File: config.mk
export PLATFORM = sky130hd
export DESIGN_NAME = qvr_round_sat
export DESIGN_NICKNAME = d
export VERILOG_FILES = /design/src/hdl/qvr_pkg.sv /design/src/hdl/qvr_round_sat.sv
export SDC_FILE = /design/constraint.sdc
export NUM_CORES = 1
export LEC_CHECK = 0
export BUFFER_PORTS_ARGS = -buffer_cell sky130_fd_sc_hd__buf_4
export CORE_UTILIZATION = 22
export DETAILED_ROUTE_END_ITERATION = 7
export GPL_TIMING_DRIVEN = 0
export PLACE_DENSITY_LB_ADDON = 0.08
export SYNTH_ARGS = -nofsm -noshare
export SYNTH_HDL_FRONTEND = slang
export SYNTH_SLANG_ARGS = --single-unit
File: constraint.sdc
create_clock -name vclk -period 0.9
set_input_delay 0.09 -clock vclk [all_inputs]
set_output_delay 0.09 -clock vclk [all_outputs]
set_load 0.02 [all_outputs]
File: src/hdl/qvr_pkg.sv
// Shared widths and item types for the quaternion vector rotator.
`default_nettype none

package qvr_pkg;

    // Field widths
    localparam int QUAT_W    = 16;
    localparam int QUAT_FRAC = 14;
    localparam int VEC_W     = 16;

    // Internal widths, all exact
    localparam int PROD_FRAC = 2 * QUAT_FRAC;     // fraction bits of q*q and matrix
    localparam int PROD_W    = 2 * QUAT_W;        // q*q product
    localparam int MAT_W     = 2 * QUAT_W + 2;    // 1 - 2a - 2b or 2a +/- 2b
    localparam int TERM_W    = MAT_W + VEC_W;     // matrix entry times vector component
    localparam int ACC_W     = TERM_W + 2;        // sum of three terms plus rounding
    localparam int SHIFT_W   = ACC_W - PROD_FRAC; // integer part of the sum

    localparam logic [VEC_W-1:0] VEC_MAX = {1'b0, {(VEC_W-1){1'b1}}};
    localparam logic [VEC_W-1:0] VEC_MIN = {1'b1, {(VEC_W-1){1'b0}}};

    typedef struct packed {
        logic signed [QUAT_W-1:0] qx;
        logic signed [QUAT_W-1:0] qy;
        logic signed [QUAT_W-1:0] qz;
        logic signed [QUAT_W-1:0] qw;
        logic signed [VEC_W-1:0]  vx;
        logic signed [VEC_W-1:0]  vy;
        logic signed [VEC_W-1:0]  vz;
    } in_item_t;

    typedef struct packed {
        logic signed [VEC_W-1:0] rx;
        logic signed [VEC_W-1:0] ry;
        logic signed [VEC_W-1:0] rz;
        logic                    clipped;
    } out_item_t;

endpackage

`default_nettype wire

File: src/hdl/qvr_round_sat.sv
// Drops the fraction of one dot product and saturates it to the vector range.
`default_nettype none

module qvr_round_sat (
    input  logic signed [qvr_pkg::ACC_W-1:0] acc,
    output logic signed [qvr_pkg::VEC_W-1:0] res,
    output logic                             clip
);
    import qvr_pkg::*;

    logic signed [SHIFT_W-1:0]   int_part;
    logic        [SHIFT_W-VEC_W:0] top_bits;

    // acc already carries the half LSB, so truncation rounds half up
    assign int_part = acc[ACC_W-1:PROD_FRAC];
    assign top_bits = int_part[SHIFT_W-1:VEC_W-1];
    assign clip     = !((&top_bits) || !(|top_bits));

    always_comb
    begin
        if (clip)
        begin
            res = int_part[SHIFT_W-1] ? VEC_MIN : VEC_MAX;
        end
        else
        begin
            res = int_part[VEC_W-1:0];
        end
    end

endmodule

`default_nettype wire

==> reports/metrics.csv, run 1 <==
metric,value,unit
outcome,finished with violations,
failing checks,negative setup slack,
FFs & Latches,0,
number of antenna violations at the first check in global routing,0,
area fraction of the dominant cell type after synthesis,0.438,
Synth Warn #,0,
Chip Width,38.9,µm
Worst EP required,0.81,ns
Area contributors post-synth,"a2bb2oi_1 44%, nand3_1 27%, and4_1 5.8%",
post-synthesis sequential area ratio,0,
Hold WC Path Type,input port to output pin,
grt ovf,0,
drt first pass iters,2,
Worst Setup SP,acc[50],
Storage cell area,0,µm²
share of layout cells above drive strength 1,0.895,
Layout Cells excl Fill,100,
Die Ht,38.9,µm
synthesized area,300,µm²
Worst Max-Slew Pin Slew,0.251,ns
total power,431,µW
drc violations,0,
maximum vdd drop,0.282,mV
Setup Crit Path Kind,input port to output pin,
Initial Util,0.253,
final wirelength,1.56,mm
Worst Slack Setup Final,-0.279,ns
vias in the first global route,603,
CTS Hold Bufs,0,
Crit path arrival time,1.09,ns
PortBufs,40,
Total GRT Usage,0.220,
first-pass GRT wire length,2.36,mm
CP Capture Type,output pin,
initial DRC count,5,
unrepaired setup endpoints after global routing,yes,
post-layout utilization of the core,0.877,
ant diodes,0,
Synth top cells by count,"16 x nand3_1, 15 x a2bb2oi_1, 3 x clkbuf_1",
row count,12,
area delta synth->final,246,%
relative slew slack,0.833,
worst-path maximum fanout,10,
WL per Instance,15.6,µm
Max-Cap Viols,0,
Post-Syn Instances,45,
via count,571,
core region area,1190,µm²
post-detail-place hpwl,1.10,mm
Syn Area/Cell,6.67,µm²
die footprint,1520,µm²
Final Max Slew Viols,0,
Antenna Nets Post-Route,0,
Period minus WS final,1.18,ns
hold path start,acc[38],
critical path launch point type,input port,
final hold vios,0,
Synth cell types,10,
via density per instance,5.71,
Ports,69,
Static Leak,0.371,nW
top-count cell post-synth,nand3_1,
hold path cells,3,
syn_nets,97,
achievable frequency,848,MHz
Final Setup Violations,16,
cell accounting for the most synthesized area,a2bb2oi_1,
Placer Congestion,0.638,
clkbuf count,0,
final worst-path cycle share,1.31,
pwr/cell area,414,nW/µm²
fillers,60,
Setup TNS Final,-3.76,ns
dpl cells,99,
pin count of the biggest net entering global routing,11,
Final Net Count,140,
[cell type report]
class | count | area, µm² | share of cell area
tap | 14 | 17.5 | 0.0168
multi-input combinational | 37 | 536 | 0.515
timing repair buffer | 41 | 375 | 0.361
buffer | 8 | 111 | 0.107
[critical path, stage by stage]
cell and delay (ns):
buf_6 0.10, nor4_4 0.27, nand2_2 0.13, buf_12 0.18, o21a_4 0.19, buf_6 0.12
[repair_timing]
action	in CTS	in global routing
gates resized for setup	23	7
pin swaps	2	1
buffers inserted	1	0
setup endpoints to repair	16	16
[path summary, 6_finish.rpt]
path | slack, ns | end
hold / removal | 0.53 | res[10]
setup / recovery | -0.28 | clip
[cell families after synthesis]
logic type | after synthesis | share of synthesized area
simple gates | 21 | 0.379
compound gates | 16 | 0.463
buf+inv | 8 | 0.158
[cell usage in the layout, fill, tap and decap left out, drive strengths merged]
master and instances:
nand3 16, clkbuf 4, a2bb2oi 15, and4 2, o21a 1, nand2 1
nor4 2, buf 45
[stage by stage]
step	area, µm²	worst slack (ns)	hold slack [ns]
6_report	1040	-0.279	0.534
5_1_grt	1040	-0.337	0.543
4_1_cts	1020	-0.271	0.535
3_5_place_dp	913	-0.388	0.539
3_3_place_gp	913	-0.388	0.525
2_1_floorplan	596	-0.0836	0.304
[metal layers]
layer / wire length, µm / global-route usage / up-vias
met3: 160 / 0.0405 / 2
met2: 874 / 0.504 / 37
met5: 0 / 0 / -
met1: 520 / 0.189 / 265
met4: 8 / 0.0172 / 0
li1: - / - / 267
[power by group]
| part | leakage, nW | internal [mW] | switching, mW |
|---|---|---|---|
| clock | 0 | 0 | 0 |
| sequential | 0 | 0 | 0 |
| combinational | 0.371 | 0.246 | 0.185 |
| total | 0.371 | 0.246 | 0.185 |
Power figures use the tool's default switching activity.
==> run 2, diff against run 1 <==
Settings changed: REMOVE_ABC_BUFFERS set to 1.
==> reports/metrics.csv, run 2 (synthesized netlist as in run 1, its figures left out) <==
metric,value,unit,change
Worst EP required,0.81,ns,about the same
clkbuf count,0,,unchanged
hold path start,acc[42],,
Setup TNS Final,-3.93,ns,-0.169 ns
Final Max Slew Viols,0,,unchanged
Multi-input gate area,297,µm²,-45%
"commonest non-fill, non-tap cells in the layout","37 x buf_4, 16 x nand3_1, 14 x a2bb2oi_1",,
core region area,1190,µm²,unchanged
CTS Hold Bufs,0,,unchanged
unrepaired setup endpoints after global routing,yes,,
first-pass GRT wire length,1.77,mm,-25%
ant diodes,0,,unchanged
Worst Max-Slew Pin Slew,0.246,ns,-0.00512 ns
Hold WC Path Type,input port to output pin,,
DP Area,578,µm²,-37%
Initial Util,0.253,,unchanged
worst-path maximum fanout,16,,+6
outcome,finished with violations,,
final wirelength,1.21,mm,-23%
Finished Cell Area,657,µm²,-37%
Chip Width,38.9,µm,unchanged
fillers,121,,+100%
pin count of the biggest net entering global routing,19,,+8
Worst Setup SP,acc[50],,
vias in the first global route,409,,-32%
Crit path arrival time,1.07,ns,-0.02 ns
relative slew slack,0.835,,+0.00218
grt ovf,0,,unchanged
initial DRC count,4,,-1
row count,12,,unchanged
Period minus WS final,1.16,ns,-0.0210 ns
Die Ht,38.9,µm,unchanged
PortBufs,41,,+2.5%
hold path cells,3,,unchanged
post-layout utilization of the core,0.554,,-0.323
area delta synth->final,119,%,
maximum vdd drop,0.174,mV,-39%
Final Setup Violations,16,,unchanged
Setup WS pre-CTS,-0.496,ns,-0.108 ns
Worst Slack Setup Final,-0.258,ns,+0.0210 ns
share of layout cells above drive strength 1,0.608,,-0.288
CP Capture Type,output pin,,
via density per instance,5.37,,-6.0%
Static Leak,0.291,nW,-21%
achievable frequency,863,MHz,+1.8%
Max-Cap Viols,0,,unchanged
WL per Instance,13.0,µm,-17%
drt first pass iters,4,,+2
drc violations,0,,unchanged
Final Net Count,133,,-5.0%
Ports,69,,unchanged
critical path launch point type,input port,,
Storage cell area,0,µm²,unchanged
final hold vios,0,,unchanged
final worst-path cycle share,1.29,,-0.0234
via count,499,,-13%
die footprint,1520,µm²,unchanged
Total GRT Usage,0.159,,-0.0615
"commonest non-fill, non-tap cell in the layout",buf_4,,
Antenna Nets Post-Route,0,,unchanged
Placer Congestion,0.629,,-1.4%
Setup Crit Path Kind,input port to output pin,,
post-detail-place hpwl,761,µm,-31%
failing checks,negative setup slack,,
number of antenna violations at the first check in global routing,0,,unchanged
FFs & Latches,0,,unchanged
total power,289,µW,-33%
Hold Path End,res[14],,
pwr/cell area,439,nW/µm²,+6.0%
run 2: cell count changes in the layout (fill, tap and decap cells not counted), sizes merged:
| cell | previous run | this run |
|---|---|---|
| buf | 45 | 42 |
| clkbuf | 4 | 0 |
run 2: layer usage:
layer	vias up	wire length, µm	GRT usage
li1	250	-	-
met1	219	552	0.213
met4	0	0	0
met2	30	527	0.288
met5	-	0	0
met3	0	131	0.0116
run 2: worst max path at each step:
stage	endpoint	slack, ns	depth (start not counted)
floorplan	res[0]	-0.23	3
global placement	clip	-0.50	5
detailed placement	clip	-0.50	5
CTS	clip	-0.20	6
global route	clip	-0.31	6
finish	clip	-0.26	6
run 2: per-stage QoR:
stage / hold WS, ns / std cells
2_1_floorplan: 0.180 / 37
3_3_place_gp: 0.531 / 92
3_5_place_dp: 0.529 / 92
4_1_cts: 0.532 / 93
5_1_grt: 0.542 / 93
6_report: 0.531 / 93
run 2: cell type report:
type | instances | area share
repair buffers | 42 | 0.522
well taps | 14 | 0.0267
multi-input cells | 37 | 0.451
run 2: what timing repair did:
item / CTS / global route
endpoints found under the setup margin: 16 / 16
resized for setup: 13 / 1
buffers inserted: 1 / 0
pin swaps: 1 / 0
run 2: power breakdown:
part / total [mW] / switching, mW / leakage (nW) / internal [mW]
clock network: 0 / 0 / 0 / 0
registers: 0 / 0 / 0 / 0
logic: 0.289 / 0.133 / 0.291 / 0.156
total: 0.289 / 0.133 / 0.291 / 0.156
run 2: critical path, cell delays in order:
cell	delay, ns
buf_6	0.10
nor4_4	0.30
nand2_2	0.11
buf_12	0.16
o21a_1	0.18
buf_6	0.13
==> run 3, diff against run 2 <==
Settings changed: SETUP_SLACK_MARGIN set to 0.5.
==> reports/metrics.csv, run 3 (synthesized netlist as in run 1, its figures left out) <==
metric,value,unit,change
number of antenna violations at the first check in global routing,0,,unchanged
Worst EP required,0.81,ns,about the same
Placer Congestion,0.629,,unchanged
maximum vdd drop,0.174,mV,+0.14%
Initial Util,0.253,,unchanged
failing checks,negative setup slack,,
Crit path arrival time,1.07,ns,about the same
area delta synth->final,125,%,
final hold vios,0,,unchanged
relative slew slack,0.835,,about the same
Layout Cells excl Fill,93,,unchanged
total power,299,µW,+3.4%
Clock Power Share,0,,unchanged
"commonest non-fill, non-tap cells in the layout","35 x buf_4, 16 x nand3_1, 14 x a2bb2oi_1",,
die footprint,1520,µm²,unchanged
Die Ht,38.9,µm,unchanged
dpl cells,92,,unchanged
ant diodes,0,,unchanged
unrepaired setup endpoints after global routing,yes,,
via count,503,,+0.80%
Antenna Nets Post-Route,0,,unchanged
Setup TNS Final,-3.81,ns,+0.114 ns
Setup WS pre-CTS,-0.496,ns,unchanged
final worst-path cycle share,1.29,,about the same
Static Leak,0.299,nW,+2.5%
Chip Width,38.9,µm,unchanged
Worst Slack Setup Final,-0.259,ns,-0.000234 ns
Internal,165,µW,+6.1%
share of layout cells above drive strength 1,0.608,,unchanged
grt ovf,0,,unchanged
Storage cell area,0,µm²,unchanged
first-pass GRT wire length,1.78,mm,+0.39%
Seq pwr share,0,,unchanged
post-layout utilization of the core,0.571,,+0.0169
CTS Hold Bufs,0,,unchanged
Gate power share,1.000,,about the same
DP Area,578,µm²,unchanged
Period minus WS final,1.16,ns,+0.000234 ns
Final Max Slew Viols,0,,unchanged
fillers,116,,-4.1%
pin count of the biggest net entering global routing,19,,unchanged
outcome,finished with violations,,
Hold Slack,0.421,ns,-0.111 ns
drt first pass iters,4,,unchanged
FFs & Latches,0,,unchanged
achievable frequency,863,MHz,about the same
via density per instance,5.41,,+0.80%
vias in the first global route,405,,-0.98%
PortBufs,41,,unchanged
row count,12,,unchanged
pwr/cell area,441,nW/µm²,+0.38%
initial DRC count,4,,unchanged
Hold WC Path Type,input port to output pin,,
clkbuf count,0,,unchanged
core region area,1190,µm²,unchanged
Worst Max-Slew Pin Slew,0.246,ns,-0.00000131 ns
critical path launch point type,input port,,
Max-Cap Viols,0,,unchanged
Finished Cell Area,677,µm²,+3.0%
Final Net Count,133,,unchanged
Switching Power,133,µW,+0.35%
final wirelength,1.21,mm,-0.17%
Ports,69,,unchanged
Total GRT Usage,0.160,,+0.00118
WL per Instance,13.0,µm,-0.17%
Sw Share,0.447,,-0.0138
Multi-input gate area,297,µm²,unchanged
drc violations,0,,unchanged
worst-path maximum fanout,16,,unchanged
"commonest non-fill, non-tap cell in the layout",buf_4,,
CP Capture Type,output pin,,
post-detail-place hpwl,761,µm,unchanged
Final Setup Violations,16,,unchanged
Setup Crit Path Kind,input port to output pin,,
-- run 3: changes by cell type in the layout (fill, tap and decap cells not counted) --
cell / previous run / this run
buf_12: 1 / 2
buf_4: 37 / 35
buf_8: 0 / 1
-- run 3: worst paths after layout --
path,start,endpoint,depth (start not counted)
setup / recovery,acc[50],clip,6
hold / removal,acc[51],res[15],2
-- run 3: per-layer routing --
metal | share of wire | global-route usage | vias to the layer above
met1 | 0.44 | 0.213 | 223
met4 | 0 | 0 | 0
met3 | 0.11 | 0.0116 | 0
met5 | 0 | 0 | -
li1 | - | - | 250
met2 | 0.45 | 0.292 | 30
-- run 3: timing repair --
item                                    in CTS  in global routing
setup buffers                                1                  0
endpoints found under the setup margin      17                 17
hold endpoints to repair                     0                  0
resized for setup                           18                  1
pin swaps                                    1                  0
-- run 3: final cells by class --
type | instances | share of cell area
repair buffers | 42 | 0.536
multi-input cells | 37 | 0.438
well taps | 14 | 0.0259
-- run 3: worst max-delay path, stage by stage --
cell and delay [ns]:
buf_6 0.10, nor4_4 0.30, nand2_2 0.11, buf_12 0.16
o21a_1 0.18, buf_6 0.13
-- run 3: power by group through the flow --
stage          Clock (mW)  Combinational (mW)  Sequential (mW)
2_1_floorplan           0              0.0969                0
3_3_place_gp            0               0.260                0
3_5_place_dp            0               0.262                0
4_1_cts                 0               0.295                0
5_1_grt                 0               0.317                0
6_report                0               0.299                0
